==> src/hdl/cfa_pkg.sv <==
// package: payload types and constants for the contiguous fit allocator
`default_nettype none
package cfa_pkg;

  localparam int MemUnits = 1024;

  localparam logic [1:0] FIT_FIRST = 2'd0;
  localparam logic [1:0] FIT_BEST  = 2'd1;
  localparam logic [1:0] FIT_WORST = 2'd2;
  localparam logic [1:0] FIT_NEXT  = 2'd3;

  localparam logic KIND_ALLOC = 1'b0;
  localparam logic KIND_FREE  = 1'b1;

  typedef struct packed {
    logic        kind;
    logic [10:0] run_length;
    logic [9:0]  free_start;
  } in_item_t;

  typedef struct packed {
    logic        granted;
    logic [9:0]  block_start;
    logic [9:0]  hole_count;
    logic [10:0] used_units;
  } out_item_t;

endpackage
`default_nettype wire

==> src/hdl/contiguous_fit_allocator_core.sv <==
// top level: bitmap allocator with first, best, worst and next fit search
//
// usage: one command beat is taken when start is high and busy is low.
// a free beat clears run_length units from free_start, an allocate beat
// searches the occupancy map under the fit_mode register and marks a run.
// one result beat per command appears on out_item for exactly one cycle,
// flagged by out_valid; the receiver cannot stall it.
// the map is a one-bit-wide memory read with registered data, one unit per
// cycle, feeding the shared hole tracker; a used-unit counter follows it.
// allocate scans from unit 0 (from the rover in next fit) to the map end,
// picks the hole, marks run_length units of it when granted and loads the
// result. free clears n units (run_length clipped at the map end), then
// loads the result.
// busy stays high until out_valid; the next command can be taken at the
// edge that ends the out_valid cycle.
// reset is synchronous; after it a clearing pass writes every map unit
// free with busy high. cfg writes are taken any time and
// should only be issued while idle.
`default_nettype none
module contiguous_fit_allocator_core #(
  parameter int MEM_UNITS = cfa_pkg::MemUnits
) (
  input  wire                 clk,
  input  wire                 rst_n,
  input  wire                 start,
  output logic                busy,
  input  cfa_pkg::in_item_t   in_item,
  output logic                out_valid,
  output cfa_pkg::out_item_t  out_item,
  input  wire                 cfg_valid,
  output logic                cfg_ready,
  input  wire  [1:0]          cfg_fit_mode
);

  localparam int AW = $clog2(MEM_UNITS);
  // wide enough for free_start + run_length and for a unit count
  localparam int CW = (AW + 1 > 12) ? AW + 1 : 12;

  localparam logic [2:0] S_IDLE  = 3'd0;
  localparam logic [2:0] S_SCAN  = 3'd1;
  localparam logic [2:0] S_MARK  = 3'd2;
  localparam logic [2:0] S_FREE  = 3'd3;
  localparam logic [2:0] S_DONE  = 3'd4;
  localparam logic [2:0] S_CLEAR = 3'd5;
  localparam logic [2:0] S_PICK  = 3'd6;

  logic [2:0]           state_r, state_nxt;
  logic                 map_mem [MEM_UNITS];
  logic                 rd_bit_r;
  logic                 rd_vld_r;
  logic [AW-1:0]        rd_addr_r;
  logic [1:0]           mode_r;
  logic [AW-1:0]        rover_r;
  logic [CW-1:0]        used_r;
  logic [CW-1:0]        idx_r;      // clear / scan / mark / free position
  logic [10:0]          len_r;
  logic                 kind_r;
  // hole tracking
  logic                 in_hole_r;
  logic [AW-1:0]        hstart_r;
  logic [CW-1:0]        hlen_r;
  logic                 have_r;
  logic [AW-1:0]        pick_r;
  logic [CW-1:0]        plen_r;
  logic [9:0]           holes_r;
  logic [CW-1:0]        left_r;     // units still to mark or clear
  cfa_pkg::out_item_t   res_r;
  logic                 ovalid_r;

  assign busy      = (state_r != S_IDLE);
  assign cfg_ready = 1'b1;
  assign out_valid = ovalid_r;
  assign out_item  = res_r;

  // the tracker sees one read unit per cycle; past the map end it sees a used unit
  logic          idx_lt_end, scan_end, trk_step, bit_used, close_hole;
  logic          take, grant;
  logic [CW-1:0] len_ext;
  // map port controls
  logic          rd_en, wr_en, wr_bit;
  logic [AW-1:0] wr_addr;

  assign len_ext    = CW'(len_r);
  assign idx_lt_end = (idx_r < CW'(MEM_UNITS));
  assign scan_end   = !rd_vld_r && !idx_lt_end;
  assign trk_step   = (state_r == S_SCAN) && (rd_vld_r || scan_end);
  assign bit_used   = rd_vld_r ? rd_bit_r : 1'b1;
  assign close_hole = in_hole_r && bit_used;
  assign grant      = have_r && (len_r != 11'd0) && (plen_r >= len_ext);

  always_comb begin
    take = 1'b0;
    case (mode_r)
      cfa_pkg::FIT_WORST: take = !have_r || (hlen_r > plen_r);
      cfa_pkg::FIT_BEST:  take = (hlen_r >= len_ext) && (!have_r || hlen_r < plen_r);
      default:            take = (hlen_r >= len_ext) && !have_r;
    endcase
  end

  always_comb begin
    rd_en   = 1'b0;
    wr_en   = 1'b0;
    wr_bit  = 1'b0;
    wr_addr = idx_r[AW-1:0];
    case (state_r)
      S_CLEAR: wr_en = 1'b1;
      S_SCAN:  rd_en = idx_lt_end;
      S_MARK: begin
        wr_en  = 1'b1;
        wr_bit = 1'b1;
      end
      // read one unit ahead, clear the unit read the cycle before
      S_FREE: begin
        rd_en   = (left_r != '0) && idx_lt_end;
        wr_en   = rd_vld_r;
        wr_addr = rd_addr_r;
      end
      default: ;
    endcase
  end

  always_comb begin
    state_nxt = state_r;
    case (state_r)
      S_CLEAR: if (idx_r == CW'(MEM_UNITS - 1)) state_nxt = S_IDLE;
      S_IDLE:  if (start) begin
        state_nxt = (in_item.kind == cfa_pkg::KIND_FREE) ? S_FREE : S_SCAN;
      end
      S_SCAN:  if (scan_end) state_nxt = S_PICK;
      S_PICK:  state_nxt = grant ? S_MARK : S_DONE;
      S_MARK:  if (left_r == CW'(1)) state_nxt = S_DONE;
      S_FREE:  if (!rd_en) state_nxt = S_DONE;
      S_DONE:  state_nxt = S_IDLE;
      default: state_nxt = S_IDLE;
    endcase
  end

  // occupancy map: one write and one registered read per cycle
  always_ff @(posedge clk) begin
    if (wr_en) map_mem[wr_addr] <= wr_bit;
    if (rd_en) rd_bit_r <= map_mem[idx_r[AW-1:0]];
  end

  always_ff @(posedge clk) begin
    if (!rst_n) begin
      state_r  <= S_CLEAR;
      idx_r    <= '0;
      mode_r   <= cfa_pkg::FIT_FIRST;
      rover_r  <= '0;
      used_r   <= '0;
      ovalid_r <= 1'b0;
      rd_vld_r <= 1'b0;
    end else begin
      state_r   <= state_nxt;
      ovalid_r  <= (state_r == S_DONE);
      rd_vld_r  <= rd_en;
      rd_addr_r <= idx_r[AW-1:0];
      if (cfg_valid && cfg_ready) mode_r <= cfg_fit_mode;
      case (state_r)
        S_CLEAR: idx_r <= idx_r + CW'(1);
        S_IDLE: if (start) begin
          kind_r    <= in_item.kind;
          len_r     <= in_item.run_length;
          in_hole_r <= 1'b0;
          have_r    <= 1'b0;
          holes_r   <= '0;
          pick_r    <= '0;
          plen_r    <= '0;
          hlen_r    <= '0;
          if (in_item.kind == cfa_pkg::KIND_FREE) begin
            idx_r  <= CW'(in_item.free_start);
            left_r <= CW'(in_item.run_length);
          end else begin
            idx_r  <= (mode_r == cfa_pkg::FIT_NEXT) ? CW'(rover_r) : '0;
          end
        end
        S_SCAN: begin
          if (rd_en) idx_r <= idx_r + CW'(1);
          if (trk_step) begin
            if (close_hole && take) begin
              have_r <= 1'b1;
              pick_r <= hstart_r;
              plen_r <= hlen_r;
            end
            if (!bit_used) begin
              if (!in_hole_r) begin
                in_hole_r <= 1'b1;
                hstart_r  <= rd_addr_r;
                hlen_r    <= CW'(1);
                holes_r   <= holes_r + 10'd1;
              end else begin
                hlen_r <= hlen_r + CW'(1);
              end
            end else begin
              in_hole_r <= 1'b0;
            end
          end
        end
        // the picked hole is all free, so the count grows by the full run
        S_PICK: begin
          idx_r  <= CW'(pick_r);
          left_r <= len_ext;
          if (grant) used_r <= used_r + len_ext;
        end
        S_MARK: begin
          idx_r  <= idx_r + CW'(1);
          left_r <= left_r - CW'(1);
        end
        S_FREE: begin
          if (rd_en) begin
            idx_r  <= idx_r + CW'(1);
            left_r <= left_r - CW'(1);
          end
          if (rd_vld_r && rd_bit_r) used_r <= used_r - CW'(1);
        end
        S_DONE: begin
          res_r.used_units <= 11'(used_r);
          if (kind_r == cfa_pkg::KIND_FREE) begin
            rover_r <= '0;
            res_r.granted     <= 1'b1;
            res_r.block_start <= '0;
            res_r.hole_count  <= '0;
          end else begin
            res_r.hole_count <= holes_r;
            if (grant) begin
              rover_r <= pick_r;
              res_r.granted     <= 1'b1;
              res_r.block_start <= 10'(pick_r);
            end else begin
              res_r.granted     <= 1'b0;
              res_r.block_start <= '0;
            end
          end
        end
        default: ;
      endcase
    end
  end

`ifndef SYNTHESIS
  a_done_valid: assert property (@(posedge clk) disable iff (!rst_n)
    (state_r == S_DONE) |=> out_valid) else $error("result beat missing");
  a_used_range: assert property (@(posedge clk) disable iff (!rst_n)
    used_r <= CW'(MEM_UNITS)) else $error("used count overflow");
  a_idle_after: assert property (@(posedge clk) disable iff (!rst_n)
    out_valid |-> !busy) else $error("busy during result beat");
`endif

endmodule
`default_nettype wire
==> config.mk <==
export PLATFORM = sky130hd
export DESIGN_NAME = contiguous_fit_allocator_core
export DESIGN_NICKNAME = d
export VERILOG_FILES = /design/src/hdl/cfa_pkg.sv /design/src/hdl/contiguous_fit_allocator_core.sv
export SDC_FILE = /design/constraint.sdc
export NUM_CORES = 2
export LEC_CHECK = 0
export BUFFER_PORTS_ARGS = -buffer_cell sky130_fd_sc_hd__clkbuf_2
export CAP_MARGIN = 20
export CORE_MARGIN = 4
export CORE_UTILIZATION = 63
export DETAILED_ROUTE_END_ITERATION = 8
export PLACE_DENSITY = 0.87
export REMOVE_ABC_BUFFERS = 1
export SETUP_SLACK_MARGIN = 0.02
export SYNTH_ARGS = -nofsm -noshare
export SYNTH_HDL_FRONTEND = slang
export SYNTH_SLANG_ARGS = --single-unit
==> constraint.sdc <==
create_clock -name clk -period 39.9 [get_ports clk]
set_clock_uncertainty 0.15 [all_clocks]
set_input_delay 3.99 -clock clk [delete_from_list [all_inputs] [get_ports clk]]
set_output_delay 3.99 -clock clk [all_outputs]
set_load 0.02 [all_outputs]
==> results.ini <==
[outcome]
status=finished, final reports clean

[sta]
rsz0062_at_grt=false
drv_slew=0
fin_crit_sh=0.1524
fin_setup_tns_ns=0
fin_crit_ns=6.081
setup_violations=0
hold_viol=0
worst_pin_slew_ns=1.227
maxSlewHeadroom=0.1822
timing.fmax_mhz=164.4
hold_ws_ns=0.3231

[grt]
antenna_found_initial=3
grt_pass1_vias=34830
grt_first_pass_wirelength_mm=213.5
grt_max_degree=143
grtUsageTotal=0.3188
grt_overflow=0

[final_layout]
final_area_sq_um=58220
finalNetCount=4018
multi_input_area_sq_um=16230
fin_util=0.6957
final_common_cell=edfxtp_1
fillerInstances=4974
drive_above_1_share=0.1346
final_cell_mix=edfxtp_1, nor2_1, mux2i_1, mux4_2, nand2_1
regArea_sq_um=35260
areaGrowthSynthToFinish_pct=9.472

[clocking]
cts_tree=built
cts_root_buf=clkbuf_16
postCtsSetupRepairBufs=0
clk_latency_ns=0.71
clk_pin_slew_ns=0.07
cts_made_buffers=114
clock_sinks=1187
cts_resized=0
cts.path.max_buffers=3
htree_num_levels=3
cts.hold.buffers_added=0

[synthesis]
ys_ff_latch=1187
yosys_warnings=0
synth_flop_cell=edfxtp_1
synth_edf_count=1147
ys_seq_area_frac=0.6627
async_reset_ff_frac=0
syn_avg_cell_area_sq_um=13.27
syn_area_sq_um=53180
synth_cell_type_count=86
synthCells=4009

[worst_setup_path]
critPathArrivalTime_ns=1.94
worstSetupStartpointType=flop
endpoint_kind=output pin
crit_required_ns=35.76
r2r-start=idx_r[1]$_SDFFE_PN0P_
startpoint=state_r[1]$_SDFFE_PN0P_
critPathKind=reg2out
worstPathMaxFanout=8

[pwr]
leakage_nw=16.76
ir_drop_uv=44.95
total_power_mw=3.202
power_density_nw_per_um2=54.99

[routing]
drtPass1Iterations=7
drt_iter0_markers=6689
drc=0
finalWirelength_mm=146.7
wire_per_inst_um=28.38
ant_nets=0
routed_via_density=6.875
num_vias=35540

[floorplanning]
die_area_sq_um=89130
die_w_um=298.6
die_y_um=298.6
pin_count=63
initial_core_util=0.6355
rows=106
coreArea_sq_um=83690

[flow_run]
drv_cap=0

[placement]
gp_congestion=0.8843
place_area_sq_um=53980
io_buffers=61
post-dp-hpwl_mm=75.81

[min_path]
min_from=used_r[2]$_SDFFE_PN0P_
hp-class=reg2reg

## cell type report
| class | count | share of cell area |
|---|---|---|
| flip-flops and latches | 1187 | 0.6055 |
| multi-input cells | 2425 | 0.2788 |
| clock buffers | 137 | 0.05065 |
| repair buffers | 159 | 0.02504 |
| well taps | 1134 | 0.02437 |
| clock inverters | 75 | 0.01227 |
| inverters | 51 | 0.003288 |
| diodes | 1 | 0.00004298 |
## layer usage
layer	vias up	part of all wire	global-route usage
li1	14610	-	-
met1	17110	0.31	0.4102
met2	3120	0.46	0.4917
met3	699	0.16	0.09771
met4	0	0.064	0.1729
met5	-	0	0
## worst paths after layout
kind                            cells after the start  slack (ns)                     to
worst min register to register                      0        0.32  out_item[2]$_DFFE_PP_
worst max-delay path                                4       33.82                   busy
worst max register to register                     10       34.52     rd_bit_r$_DFFE_PP_
worst min-delay path                                0        0.32  out_item[2]$_DFFE_PP_
## worst max-delay path: stages (launching register included)
cell and delay (ns):
dfxtp_1 0.31, or2_2 0.37, nor2_1 0.25, inv_1 0.12, clkbuf_2 0.17
## power breakdown
group	total [mW]	switching, mW	internal (mW)
registers	1.41	0.0300	1.38
logic	0.720	0.486	0.235
clock network	1.07	0.476	0.593
## metrics by stage
stage	setup WS, ns	cells
after CTS	33.84	5142
final	33.82	5169
after floorplan	9.956	3663
after detailed placement	33.26	4930
after global placement	33.31	4929
after global routing	33.73	5168
## cell families (layout without fill, tap and decap cells)
logic type,count (synthesis),in the layout,synth area share
AO/OA/AOI/OAI,471,471,0.06074
other,1,2,0.00007051
multiplexers,374,374,0.1081
AND/OR/NAND/NOR,1490,1490,0.1153
XOR/XNOR,37,37,0.006093
flip-flops,1187,1187,0.6627
buffers and inverters,397,422,0.03456
adder cells (fa/ha/maj),52,52,0.01237
## cell usage after synthesis (all sizes together), types with 6 or more instances
cell type	instances	area [sq um]
nor2b	20	125.1
nand4	10	62.56
and2	39	246.5
o32ai	6	52.55
and3	11	68.82
nor3b	8	65.06
a21oi	119	595.6
a2111oi	6	65.06
nand3	42	210.2
mux2i	215	2152
dfxtp	40	800.8
a22o	11	96.34
o21ai	86	430.4
clkbuf	211	792.0
a21o	9	67.56
nand2b	16	100.1
inv	50	187.7
nand2	147	551.8
a211oi	17	127.6
a32o	10	100.1
nor4	10	77.57
o221ai	52	455.4
xor2	20	175.2
nor2	1123	4215
a221oi	40	350.3
xnor2	17	148.9
mux4	159	3600
edfxtp	1147	34440
o22ai	21	131.4
or3	13	81.33
buf	135	854.6
a22oi	27	202.7
o211ai	8	70.06
a211o	9	78.83
a31oi	13	81.33
nor3	27	135.1
or4	8	63.81
ha	51	638.1
## state kept, by name, summed over array words and instances, names as in the netlist, 2 cells and up
signal	count
hstart_r	10
rd_addr_r	10
idx_r	12
used_r	11
rover_r	10
plen_r	12
mode_r	2
state_r	3
map_mem	1024
left_r	12
hlen_r	12
holes_r	10
out_item	32
len_r	11
pick_r	10
(Power assumes the default switching activity.)
